`src/rtl/rtss_pkg.sv`:
```
// Shared types and constants of the record table sort and search block.
`default_nettype none
package rtss_pkg;

    localparam int unsigned TABLE_DEPTH_DEF = 256;

    typedef enum logic [1:0] {
        OP_LOAD = 2'd0,
        OP_SORT = 2'd1,
        OP_FIND = 2'd2,
        OP_READ = 2'd3
    } t_op;

    typedef enum logic [1:0] {
        ST_OK        = 2'd0,
        ST_NOT_FOUND = 2'd1,
        ST_FULL      = 2'd2,
        ST_RANGE     = 2'd3
    } t_status;

    typedef enum logic [1:0] {
        RD_I   = 2'd0,
        RD_JM1 = 2'd1,
        RD_J   = 2'd2,
        RD_IDX = 2'd3
    } t_rd_sel;

    typedef enum logic [2:0] {
        RES_NONE  = 3'd0,
        RES_LOAD  = 3'd1,
        RES_OK    = 3'd2,
        RES_HIT   = 3'd3,
        RES_MISS  = 3'd4,
        RES_READ  = 3'd5,
        RES_RANGE = 3'd6
    } t_res;

    typedef struct packed {
        logic    latch;
        logic    do_load;
        logic    mem_rd;
        t_rd_sel rd_sel;
        logic    hold_k;
        logic    wr_shift;
        logic    wr_place;
        logic    sort_init;
        logic    find_init;
        logic    set_j_i;
        logic    inc_i;
        logic    inc_j;
        logic    dec_j;
        t_res    res;
    } t_cmd;

    typedef struct packed {
        t_op  op;
        logic i_lt_cnt;
        logic j_lt_cnt;
        logic j_zero;
        logic rd_greater;
        logic rd_match;
        logic idx_ok;
        logic out_free;
    } t_stat;

endpackage
`default_nettype wire

```
`src/rtl/rtss_ctrl.sv`:
```
// Sequencer for load, insertion sort, linear search and read.
`default_nettype none
module rtss_ctrl (
    input  wire logic           i_clk,
    input  wire logic           i_rst_n,
    input  wire logic           i_in_valid,
    input  wire rtss_pkg::t_stat i_stat,
    output rtss_pkg::t_cmd      o_cmd,
    output logic                o_ready
);
    import rtss_pkg::*;

    typedef enum logic [8:0] {
        S_IDLE = 9'b000000001,
        S_DISP = 9'b000000010,
        S_SI   = 9'b000000100,
        S_SK   = 9'b000001000,
        S_SJ   = 9'b000010000,
        S_SC   = 9'b000100000,
        S_FR   = 9'b001000000,
        S_FC   = 9'b010000000,
        S_RW   = 9'b100000000
    } t_state;

    t_state r_state, n_state;

    assign o_ready = (r_state == S_IDLE) && i_stat.out_free;

    always_comb begin
        n_state = r_state;
        o_cmd   = '0;
        case (r_state)
            S_IDLE: begin
                if (i_in_valid && o_ready) begin
                    o_cmd.latch = 1'b1;
                    n_state     = S_DISP;
                end
            end
            S_DISP: begin
                case (i_stat.op)
                    OP_LOAD: begin
                        o_cmd.do_load = 1'b1;
                        o_cmd.res     = RES_LOAD;
                        n_state       = S_IDLE;
                    end
                    OP_SORT: begin
                        o_cmd.sort_init = 1'b1;
                        n_state         = S_SI;
                    end
                    OP_FIND: begin
                        o_cmd.find_init = 1'b1;
                        n_state         = S_FR;
                    end
                    default: begin
                        if (i_stat.idx_ok) begin
                            o_cmd.mem_rd = 1'b1;
                            o_cmd.rd_sel = RD_IDX;
                            n_state      = S_RW;
                        end else begin
                            o_cmd.res = RES_RANGE;
                            n_state   = S_IDLE;
                        end
                    end
                endcase
            end
            S_SI: begin
                if (i_stat.i_lt_cnt) begin
                    o_cmd.mem_rd  = 1'b1;
                    o_cmd.rd_sel  = RD_I;
                    o_cmd.set_j_i = 1'b1;
                    n_state       = S_SK;
                end else begin
                    o_cmd.res = RES_OK;
                    n_state   = S_IDLE;
                end
            end
            S_SK: begin
                o_cmd.hold_k = 1'b1;
                n_state      = S_SJ;
            end
            S_SJ: begin
                if (i_stat.j_zero) begin
                    o_cmd.wr_place = 1'b1;
                    o_cmd.inc_i    = 1'b1;
                    n_state        = S_SI;
                end else begin
                    o_cmd.mem_rd = 1'b1;
                    o_cmd.rd_sel = RD_JM1;
                    n_state      = S_SC;
                end
            end
            S_SC: begin
                // A strictly greater left neighbor moves right; equal keys stop the walk.
                if (i_stat.rd_greater) begin
                    o_cmd.wr_shift = 1'b1;
                    o_cmd.dec_j    = 1'b1;
                    n_state        = S_SJ;
                end else begin
                    o_cmd.wr_place = 1'b1;
                    o_cmd.inc_i    = 1'b1;
                    n_state        = S_SI;
                end
            end
            S_FR: begin
                if (i_stat.j_lt_cnt) begin
                    o_cmd.mem_rd = 1'b1;
                    o_cmd.rd_sel = RD_J;
                    n_state      = S_FC;
                end else begin
                    o_cmd.res = RES_MISS;
                    n_state   = S_IDLE;
                end
            end
            S_FC: begin
                if (i_stat.rd_match) begin
                    o_cmd.res = RES_HIT;
                    n_state   = S_IDLE;
                end else begin
                    o_cmd.inc_j = 1'b1;
                    n_state     = S_FR;
                end
            end
            S_RW: begin
                o_cmd.res = RES_READ;
                n_state   = S_IDLE;
            end
            default: begin
                n_state = S_IDLE;
            end
        endcase
    end

    always_ff @(posedge i_clk) begin
        if (!i_rst_n) begin
            r_state <= S_IDLE;
        end else begin
            r_state <= n_state;
        end
    end

endmodule
`default_nettype wire

```
`config.mk`:
```
export PLATFORM = sky130hd
export DESIGN_NAME = rtss_ctrl
export DESIGN_NICKNAME = d
export VERILOG_FILES = /design/src/rtl/rtss_pkg.sv /design/src/rtl/rtss_ctrl.sv
export SDC_FILE = /design/constraint.sdc
export NUM_CORES = 1
export LEC_CHECK = 0
export ABC_CLOCK_PERIOD_IN_PS = 2750
export BUFFER_PORTS_ARGS = -buffer_cell sky130_fd_sc_hd__buf_2
export CORE_UTILIZATION = 30
export DETAILED_ROUTE_END_ITERATION = 6
export GPL_TIMING_DRIVEN = 1
export HOLD_SLACK_MARGIN = 0.15
export PLACE_DENSITY = 0.55
export SLEW_MARGIN = 20
export SYNTH_ARGS = -nofsm -noshare
export SYNTH_HDL_FRONTEND = slang
export SYNTH_SLANG_ARGS = --single-unit
export TNS_END_PERCENT = 10
```
`constraint.sdc`:
```
create_clock -name i_clk -period 2.75 [get_ports i_clk]
set_input_delay 0.55 -clock i_clk [delete_from_list [all_inputs] [get_ports i_clk]]
set_output_delay 0.55 -clock i_clk [all_outputs]
set_load 0.01 [all_outputs]
```
# [Word-level counts from Yosys, hierarchy flattened]
# Cells that the tools add are included.
[classes] eq_ne=12 n_reduce_logical=5 muxes=38
[op_table] op="$pmux 9 s8" n=1
[op_table] op="$pmux 9 s3" n=1
[op_table] op="$mux 3" n=7
[op_table] op="$mux 9" n=2
[op_table] op="$mux 1" n=15
[op_table] op="$pmux 3 s5" n=1
[op_table] op="$pmux 3 s4" n=1
[op_table] op="$eq 9x1->1 const B" n=1
[op_table] op="$eq 9x2->1 const B" n=1
[op_table] op="$eq 9x3->1 const B" n=1
[op_table] op="$eq 9x4->1 const B" n=1
[op_table] op="$eq 9x5->1 const B" n=1
[op_table] op="$eq 9x6->1 const B" n=1
[op_table] op="$eq 9x7->1 const B" n=1
[op_table] op="$eq 9x8->1 const B" n=1
[op_table] op="$eq 9x9->1 const B" n=1
[op_table] op="$mux 8" n=1
[op_table] op="$mux 7" n=1
[op_table] op="$mux 2" n=3
[op_table] op="$mux 6" n=1
[op_table] op="$pmux 3 s2" n=1
[op_table] op="$mux 5" n=1
[op_table] op="$mux 4" n=1
[op_table] op="$reduce_or 3->1" n=1
[op_table] op="7 further kinds" n=8
[word_totals] word_cells=56 input_bits=12 output_inout_bits=18 register_bits=9

# [Longest topological paths before layout]
# Gate-level depths: netlist of run 1.
[logic_depth] ltp_word=5 mapped_depth=7 ltp_nobuf=4

# [Worst setup path before layout of run 1]
# No wires, ideal clock.
[synth_timing] path_kind="register to output" start="reg r_state[0]" end="out o_cmd[9] (netlist bit)" slack_ps=109 stages_incl_launch_ff=6 required_time_ps=2200 arrival_ps=2091 path_buffers=2 path_cell_list="dfxtp_1 or4_1 or2_2 clkbuf_1 nor4_1 buf_4"
[synth_lines] item="start, declared" line_no="rtss_ctrl.sv:25" text="t_state r_state, n_state;"
[synth_lines] item="start signal, assigned" line_no="rtss_ctrl.sv:137" text="r_state <= n_state;"
[synth_lines] item="end, declared" line_no="rtss_ctrl.sv:8" text="output rtss_pkg::t_cmd o_cmd,"

==> results of run 1 <==
==> per-stage QoR <==
step           cell area, µm²  hold slack (ps)
2_1_floorplan             682              511
3_3_place_gp              836              564
3_5_place_dp              836              571
4_1_cts                   883              552
5_1_grt                   896              544
6_report                  896              525
==> how the worst max path moves through the flow <==
stage,from,end,slack [ps]
after floorplan,r_state[0],o_cmd[9],110
after global routing,r_state[7],o_cmd[14],-10
after global placement,r_state[0],o_cmd[5],200
after detailed placement,r_state[0],o_cmd[14],190
final,r_state[7],o_cmd[14],70
after CTS,r_state[7],o_cmd[14],30
==> cell type report <==
| class | instances | area [µm²] |
|---|---|---|
| repair buffers | 32 | 168 |
| fillers | 234 | 1150 |
| multi-input cells | 62 | 474 |
| inverters | 3 | 11.3 |
| clock buffers | 4 | 26.3 |
| well taps | 27 | 33.8 |
| flip-flops and latches | 9 | 183 |
==> cell families (layout without fill, tap and decap cells) <==
logic type / count (synthesis) / after routing
AOI/OAI and AO/OA: 12 / 12
xor gates and xnor gates: 2 / 2
buffers and inverters: 11 / 39
DFF: 9 / 9
and+or+nand+nor: 48 / 48
==> critical path, delay by kind of cell, from the launching register on <==
kind	cells	cell delay, ps
and+or+nand+nor	4	1360
buffers and inverters	1	140
DFF	1	360
==> power breakdown <==
group          leakage [nW]  switching (mW)  internal, mW  total [mW]
clock network        0.0150          0.0482        0.0560       0.104
registers            0.0739         0.00247         0.132       0.135
logic                 0.336          0.0257        0.0276      0.0534
==> placed cells by master (no fill, tap or decap), drive strengths merged, types with 2 or more instances in the layout <==
cell type	netlist	routed
buf	5	32
dfxtp	9	9
nor2	6	6
nor4	5	5
nor3b	5	5
and2	4	4
clkbuf	3	4
nand3	3	3
nand2	3	3
inv	3	3
or2	3	3
or4b	3	3
o21ba	3	3
or4	2	2
nand3b	2	2
nor4b	2	2
nor3	2	2
or3	2	2
==> repair_timing <==
item / in CTS / in global routing
hold buffers: 0 / 0
gates resized for setup: 5 / 4
endpoints found under the setup margin: 8 / 3
==> metal layers <==
metal | routed length, µm | track usage, % | vias up | share of wire (%)
met1 | 869 | 21.6 | 330 | 48
met2 | 800 | 25.7 | 28 | 44
li1 | - | - | 364 | -
met3 | 120 | 4.32 | 2 | 6.6
met4 | 14 | 5.71 | 0 | 0.78
met5 | 0 | 0 | - | 0
==> summary.md, run 1 <==
| Metric | Value |
|---|---|
| Fin util | `43.9%` |
| Hold Crit Start | `r_state[7]` |
| Via count | `724` |
| R2r worst-path depth | `5` |
| Hold Vio Cnt, Final | `0` |
| Clock transition at the registers of the reported paths | `60 ps` |
| Syn nets | `94` |
| DRC | `0` |
| Via density | `5.28` |
| Largest area contributor in the netlist | `dfxtp_1` |
| CTS tree | `done` |
| Worst Hold End | `r_state[5]` |
| Non-filler cells in the finished layout | `137` |
| Max Freq | `0.373 GHz` |
| Top flop regs | `r_state: 9 flops` |
| Tmin final | `2680 ps` |
| Clock tree buffer depth | `2` |
| Die Y | `49.7 µm` |
| N_diodes | `0` |
| Synth Flop Type | `dfxtp_1` |
| Row count | `16` |
| Total track usage | `16.5%` |
| Post-synthesis simple-gate area fraction | `47.3%` |
| Crit path cell chain | `or4_4 > or3_4 > or2_4 > nand4bb_1 > buf_2` |
| Synth top area share | `26.4%` |
| #FFs+latches synth | `9` |
| Worst r2r src | `r_state[7]` |
| Outcome | `completed` |
| IO Count | `30` |
| Cell total after placement | `133` |
| Detailed placement HPWL | `1.43 mm` |
| Vias in the first global route | `698` |
| Biggest register | `r_state` |
| Largest register FFs | `9` |
| # setup viols final | `0` |
| Top cells by area, synth | `dfxtp_1 26%, nor4_1 4.6%, or4b_2 4.4%` |
| Max capacitance violation total | `0` |
| Drt pass-1 iters | `4` |
| Multiplexer share of the synthesized area | `0%` |
| Largest family of logic cells by synthesized area | `simple AND/OR/NAND/NOR gates` |
| Nets | `123` |
| Crit path largest cell delay | `560 ps` |
| Kind of critical path | `flip-flop to output pin` |
| Largest net degree at the start of global routing | `10` |
| Synth top cells by count | `9 x dfxtp_1, 6 x nor2_1, 5 x nor4_1, 4 x and2_1` |
| Pwr dens | `327 nW/µm²` |
| DIE WIDTH | `49.7 µm` |
| RSZ-0062 raised after global routing | `true` |
| Total wire length | `1.81 mm` |
| Clock Skew | `0.985 ps` |
| GRT overflow | `0` |
| Port buffer count | `29` |
| CTS sink count | `9` |
| Pre-CTS setup slack | `187 ps` |
| Post-synth EDFFs | `0` |
| Worst setup margin | `68.8 ps` |
| H-tree depth | `1` |
| Synth Instances | `82` |
| Slew headroom | `60.9%` |
| R2R setup slack | `730 ps` |
| Post-Syn Area | `682 µm²` |
| RePlAce Congestion | `0.715` |
| Synth cell types | `40` |
| Post-synthesis adder-cell area fraction | `0%` |
| Max Transition Viols Final | `0` |
| Setup_tns | `0 ps` |
| Most common cell in the netlist | `dfxtp_1` |
| Peak supply drop | `223 µV` |
| First-pass GRT wire length | `3.13 mm` |
| Tcrit/Tclk final | `97.5%` |
| Ys Warns | `0` |
| CP Capture Type | `output pin` |
| Synthesized area per cell | `8.32 µm²` |
| Crit-path max FO | `8` |
| Initial drt markers | `7` |
| XOR/XNOR share of the synthesized area | `2.57%` |
| TritonCTS buffer count | `3` |
| Critical path's slowest cell | `or4_4` |
| Critical Path Start Type | `flip-flop` |
| Slew @ Worst Pin | `578 ps` |
| WL per Instance | `13.2 µm` |
| WHS Path Cells | `1` |
| Core area | `2040 µm²` |
| CP required | `2200 ps` |
| Setup bufs post-CTS | `0` |
| Asr flop ratio synth | `0%` |
| Sequential area share after synthesis | `26.4%` |
| Final Total Pwr | `293 µW` |
| Die area | `2470 µm²` |
| Initial Utilization | `33.4%` |
| Routed Antenna Nets | `0` |
| Initial antenna violation count | `0` |
| Synth Area in Compound Gates | `15.0%` |
| Clock root buffer | `clkbuf_4` |
| Layout cell share with drive strength beyond 1 | `47.3%` |
| Clk_lat worst skew | `260 ps` |
| Tightest Hold Check Type | `flip-flop to flip-flop` |
| Pleak | `0.425 nW` |
| End of the worst register-to-register path | `r_state[6]` |
| Area growth syn-to-layout | `31.4%` |
| WP data arrival | `2130 ps` |
Power figures use the tool's default switching activity.
==> inputs of run 2 (changes only) <==
--- a/config.mk
+++ b/config.mk
@@ -5,13 +5,14 @@
 export SDC_FILE = /design/constraint.sdc
 export NUM_CORES = 1
 export LEC_CHECK = 0
+export ABC_AREA = 1
 export ABC_CLOCK_PERIOD_IN_PS = 2750
 export BUFFER_PORTS_ARGS = -buffer_cell sky130_fd_sc_hd__buf_2
 export CORE_UTILIZATION = 30
 export DETAILED_ROUTE_END_ITERATION = 6
 export GPL_TIMING_DRIVEN = 1
 export HOLD_SLACK_MARGIN = 0.15
-export PLACE_DENSITY = 0.55
+export PLACE_DENSITY = 0.53
 export SLEW_MARGIN = 20
 export SYNTH_ARGS = -nofsm -noshare
 export SYNTH_HDL_FRONTEND = slang
==> run 2 against run 1 <==
Cell count increased by 47%. Highest routed layer unchanged. Synthesized area grew 21%. Design area is 13% higher.
==> summary.md, run 2 <==
| Metric | Value |
|---|---|
| WP data arrival | `1630 ps` |
| N_diodes | `0` |
| Via count | `964` |
| Leading cell types in the layout, fill and taps excluded | `37 x nor2_1, 29 x buf_2, 21 x nand2_1, 20 x inv_1, 16 x nand3_1` |
| CP required | `2200 ps` |
| Synth top area share | `21.9%` |
| Post-synthesis simple-gate area fraction | `58.7%` |
| RePlAce Congestion | `0.869` |
| Largest net degree at the start of global routing | `12` |
| Slew @ Worst Pin | `231 ps` |
| Largest family of logic cells by synthesized area | `simple AND/OR/NAND/NOR gates` |
| Synth top cells by count | `37 x nor2_1, 21 x nand2_1, 20 x inv_1, 16 x nand3_1, 9 x dfxtp_1` |
| CTS resizes | `0` |
| Largest register FFs | `9` |
| Area growth syn-to-layout | `22.8%` |
| Most common cell in the netlist | `nor2_1` |
| Initial antenna violation count | `0` |
| IO Count | `30` |
| # setup viols final | `0` |
| Cell total after placement | `198` |
| Crit path cell chain | `nor2_4 > nand3_2 > nor2_4 > nand4_1 > nand4_1 > buf_2` |
| Setup_tns | `0 ps` |
| First-pass GRT wire length | `3.58 mm` |
| Die area | `2960 µm²` |
| Via density | `4.77` |
| Kind of critical path | `flip-flop to output pin` |
| Top cells by area, synth | `dfxtp_1 22%, nor2_1 17%, nand3_1 9.7%` |
| Crit-path max FO | `6` |
| Leading cell type in the layout, fill and taps excluded | `nor2_1` |
| Critical path's slowest cell | `dfxtp_1` |
| CTS tree | `done` |
| Initial drt markers | `25` |
| Final Total Pwr | `298 µW` |
| Reg area | `180 µm²` |
| Outcome | `completed` |
| CTS sink count | `9` |
| Clock root buffer | `clkbuf_4` |
| Hold Vio Cnt, Final | `0` |
| Met1 usage | `23.7%` |
| Largest area contributor in the netlist | `dfxtp_1` |
| Biggest register | `r_state` |
| Grt met3 use | `1.94%` |
| H-tree depth | `1` |
| Die Y | `54.4 µm` |
| Crit path largest cell delay | `370 ps` |
| Routed Antenna Nets | `0` |
| Synth Instances | `142` |
| Vias in the first global route | `799` |
| Synth Area in Compound Gates | `4.41%` |
| Clock transition at the registers of the reported paths | `70 ps` |
| Ys Warns | `0` |
| Max capacitance violation total | `0` |
| Setup bufs post-CTS | `0` |
| Synthesized area per cell | `5.80 µm²` |
| Tmin final | `2180 ps` |
| Syn nets | `154` |
| Cts hold-fix bufs | `0` |
| Fin util | `39.7%` |
| Synth cell types | `21` |
| Peak supply drop | `182 µV` |
| Post-synth EDFFs | `0` |
| CP Capture Type | `output pin` |
| Layout cell share with drive strength beyond 1 | `32.0%` |
| Layer with the highest usage | `met2` |
| Final hold slack | `517 ps` |
| #FFs+latches synth | `9` |
| Detailed placement HPWL | `1.95 mm` |
| Worst Path Buf+Inv | `1` |
| WL per Instance | `11.1 µm` |
| Core area | `2540 µm²` |
| Clock Skew | `12.0 ps` |
| Synth Flop Type | `dfxtp_1` |
| Clock tree buffer depth | `2` |
| RSZ-0062 raised after global routing | `false` |
| Sequential area share after synthesis | `21.9%` |
| Pwr dens | `294 nW/µm²` |
| Total wire length | `2.25 mm` |
| R2R setup slack | `1310 ps` |
| DRC | `0` |
| TritonCTS buffer count | `3` |
| Tcrit/Tclk final | `79.3%` |
| Multiplexer share of the synthesized area | `0%` |
| Row count | `18` |
| Max Transition Viols Final | `0` |
| Filler cells | `299` |
| Top flop regs | `r_state: 9 flops` |
| Multi-input gate area | `519 µm²` |
| Max Freq | `0.459 GHz` |
| Post-synthesis adder-cell area fraction | `0%` |
| Pleak | `0.570 nW` |
| DIE WIDTH | `54.4 µm` |
| Port buffer count | `29` |
| CP top delay family | `simple AND/OR/NAND/NOR gates` |
| Clk_lat worst skew | `270 ps` |
| Slew headroom | `84.6%` |
| Drt pass-1 iters | `4` |
| Total track usage | `17.3%` |
| Met2 Use GR | `26.0%` |
| Critical Path Start Type | `flip-flop` |
| Post-Syn Area | `823 µm²` |
| Tightest Hold Check Type | `input port to flip-flop` |
| Non-filler cells in the finished layout | `202` |
| GRT overflow | `0` |
| Asr flop ratio synth | `0%` |
| Initial Utilization | `32.4%` |
| XOR/XNOR share of the synthesized area | `0%` |
| Nets | `185` |
[run 2: cell type report]
cell class | instances | area share [%]
clock buffer | 3 | 2.23
clock inverter | 1 | 0.495
inverter | 27 | 10.0
multi-input combinational | 103 | 51.4
sequential | 9 | 17.8
tap | 30 | 3.71
timing repair buffer | 29 | 14.4
[run 2: path summary, 6_finish.rpt]
check,from,to,depth (start not counted)
setup / recovery,r_state[2],o_cmd[14],6
hold / removal,i_rst_n,r_state[0],2
setup reg to reg,r_state[2],r_state[8],9
hold reg to reg,r_state[6],r_state[7],4
[run 2: cell families after synthesis]
family,after synthesis
buf+inv,30
compound gates,5
simple gates,98
flops,9
[run 2: routing by layer]
layer	vias up	share of wire, %
li1	499	-
met1	420	46
met2	41	46
met3	4	6.3
met4	0	1.8
met5	-	0
[run 2: power breakdown]
part	switching (mW)	internal (mW)
Combinational	0.0353	0.0211
Sequential	0.00304	0.132
Clock	0.0519	0.0537
[run 2: per-stage QoR]
step / setup slack [ps] / cell area, µm²
after floorplan: 1010 / 823
after global placement: 884 / 983
after detailed placement: 891 / 983
after global routing: 490 / 1010
final: 569 / 1010
after CTS: 575 / 1010
==> inputs of run 3 (changes only) <==
--- a/config.mk
+++ b/config.mk
@@ -6,7 +6,7 @@
 export NUM_CORES = 1
 export LEC_CHECK = 0
 export ABC_AREA = 1
-export ABC_CLOCK_PERIOD_IN_PS = 2750
+export ABC_CLOCK_PERIOD_IN_PS = 2200
 export BUFFER_PORTS_ARGS = -buffer_cell sky130_fd_sc_hd__buf_2
 export CORE_UTILIZATION = 30
 export DETAILED_ROUTE_END_ITERATION = 6
==> constraint.sdc (replaced) <==
create_clock -name i_clk -period 2.2 [get_ports i_clk]
set_input_delay 0.44 -clock i_clk [delete_from_list [all_inputs] [get_ports i_clk]]
set_output_delay 0.44 -clock i_clk [all_outputs]
set_load 0.01 [all_outputs]
==> run 3 against run 2 <==
Register-to-register slack worse by 530 ps. Design area up 0.37%. Cell count unchanged. Global-route usage up 0.59 points. First-iteration DRC count down 68%. Clock skew down 2.1 ps. Largest power group unchanged.
==> summary.md, run 3 (synthesis results as in run 2) <==
| Metric | Value |
|---|---|
| Peak supply drop | `195 µV` |
| Area growth syn-to-layout | `23.3%` |
| R2R setup slack | `780 ps` |
| Top flop regs | `r_state: 9 flops` |
| Critical path origin | `r_state[0]` |
| RSZ-0062 raised after global routing | `false` |
| Pwr dens | `365 nW/µm²` |
| Setup bufs post-CTS | `0` |
| Critical Path Start Type | `flip-flop` |
| Cts hold-fix bufs | `0` |
| CTS tree | `done` |
| Design area | `1010 µm²` |
| Detailed placement HPWL | `1.94 mm` |
| TritonCTS buffer count | `3` |
| Worst Hold End | `r_state[0]` |
| Max Freq | `0.503 GHz` |
| IO Count | `30` |
| Cell total after placement | `198` |
| Largest net degree at the start of global routing | `12` |
| Placed Area | `983 µm²` |
| Initial Utilization | `32.4%` |
| R2r worst-path depth | `9` |
| CTS sink count | `9` |
| Die area | `2960 µm²` |
| Biggest register | `r_state` |
| CTS resizes | `0` |
| Nets | `185` |
| Slew @ Worst Pin | `251 ps` |
| Clock Skew | `9.88 ps` |
| Clock root buffer | `clkbuf_4` |
| Crit-path max FO | `5` |
| Total wire length | `2.22 mm` |
| CP Capture Type | `output pin` |
| Tcrit/Tclk final | `90.4%` |
| Max Transition Viols Final | `0` |
| Drt pass-1 iters | `4` |
| Final Total Pwr | `370 µW` |
| Row count | `18` |
| Die Y | `54.4 µm` |
| Max capacitance violation total | `0` |
| Final hold slack | `403 ps` |
| Core area | `2540 µm²` |
| Hold Vio Cnt, Final | `0` |
| DRC | `0` |
| Worst r2r src | `r_state[8]` |
| Total track usage | `17.9%` |
| Worst setup margin | `212 ps` |
| Slew headroom | `83.3%` |
| Setup_tns | `0 ps` |
| Pre-CTS setup slack | `417 ps` |
| Clk_lat worst skew | `260 ps` |
| Non-filler cells in the finished layout | `202` |
| GRT overflow | `0` |
| DIE WIDTH | `54.4 µm` |
| Outcome | `completed` |
| Routed Antenna Nets | `0` |
| Clock transition at the registers of the reported paths | `70 ps` |
| H-tree depth | `1` |
| Clock tree buffer depth | `2` |
| WHS Path Cells | `2` |
| Initial drt markers | `8` |
| RePlAce Congestion | `0.849` |
| Pleak | `0.568 nW` |
| Leading cell types in the layout, fill and taps excluded | `36 x nor2_1, 29 x buf_2, 21 x nand2_1, 20 x inv_1, 16 x nand3_1` |
| End of the worst register-to-register path | `r_state[8]` |
| Kind of critical path | `flip-flop to output pin` |
| Hold Crit Start | `i_rst_n` |
| Initial antenna violation count | `0` |
| Via count | `952` |
| WP data arrival | `1550 ps` |
| First-pass GRT wire length | `3.69 mm` |
| Tightest Hold Check Type | `input port to flip-flop` |
| Port buffer count | `29` |
| Filler cells | `299` |
| Vias in the first global route | `814` |
| # setup viols final | `0` |
| Layout cell share with drive strength beyond 1 | `32.0%` |
| CP required | `1760 ps` |
| Fin util | `39.9%` |
| Tmin final | `1990 ps` |
| WL per Instance | `11.0 µm` |
| Largest register FFs | `9` |
| N_diodes | `0` |
| Via density | `4.71` |
| Leading cell type in the layout, fill and taps excluded | `nor2_1` |
run 3: cell count changes in the layout (fill, tap and decap cells not counted), sizes merged:
| cell | change |
|---|---|
| clkinv | -1 |
| clkbuf | +1 |
run 3: worst max path at each step:
| stage | end | slack, ps | depth (start not counted) |
|---|---|---|---|
| final | o_cmd[14] | 210 | 8 |
| after global routing | o_cmd[14] | 50 | 8 |
| after CTS | o_cmd[14] | 120 | 8 |
| after detailed placement | o_cmd[14] | 420 | 8 |
| after global placement | o_cmd[14] | 390 | 8 |
| after floorplan | o_cmd[14] | 570 | 8 |
run 3: cell type report:
type	count	area, µm²	area share (%)
clock buffer	4	26.3	2.59
timing repair buffer	29	145	14.3
inverter	27	104	10.2
sequential	9	180	17.8
multi-input combinational	103	522	51.4
tap	30	37.5	3.70
run 3: metal layers:
| metal | track usage [%] | wire, µm | vias up |
|---|---|---|---|
| met5 | 0 | 0 | - |
| met2 | 28.7 | 1020 | 35 |
| met1 | 23.0 | 1050 | 412 |
| met4 | 8.97 | 40 | 0 |
| met3 | 3.06 | 118 | 4 |
| li1 | - | - | 501 |
run 3: worst max-delay path, cell delays in order (launching register included):
cell and delay, ps:
dfxtp_1 350, nor2_4 180, inv_1 60, nor2_1 170, nand2_1 110, nor2_2 120
inv_1 70, nand4_1 80, buf_2 130
run 3: power breakdown:
group | switching [mW] | total (mW) | internal (mW)
clock network | 0.0597 | 0.130 | 0.0699
logic | 0.0450 | 0.0714 | 0.0264
registers | 0.00379 | 0.169 | 0.166
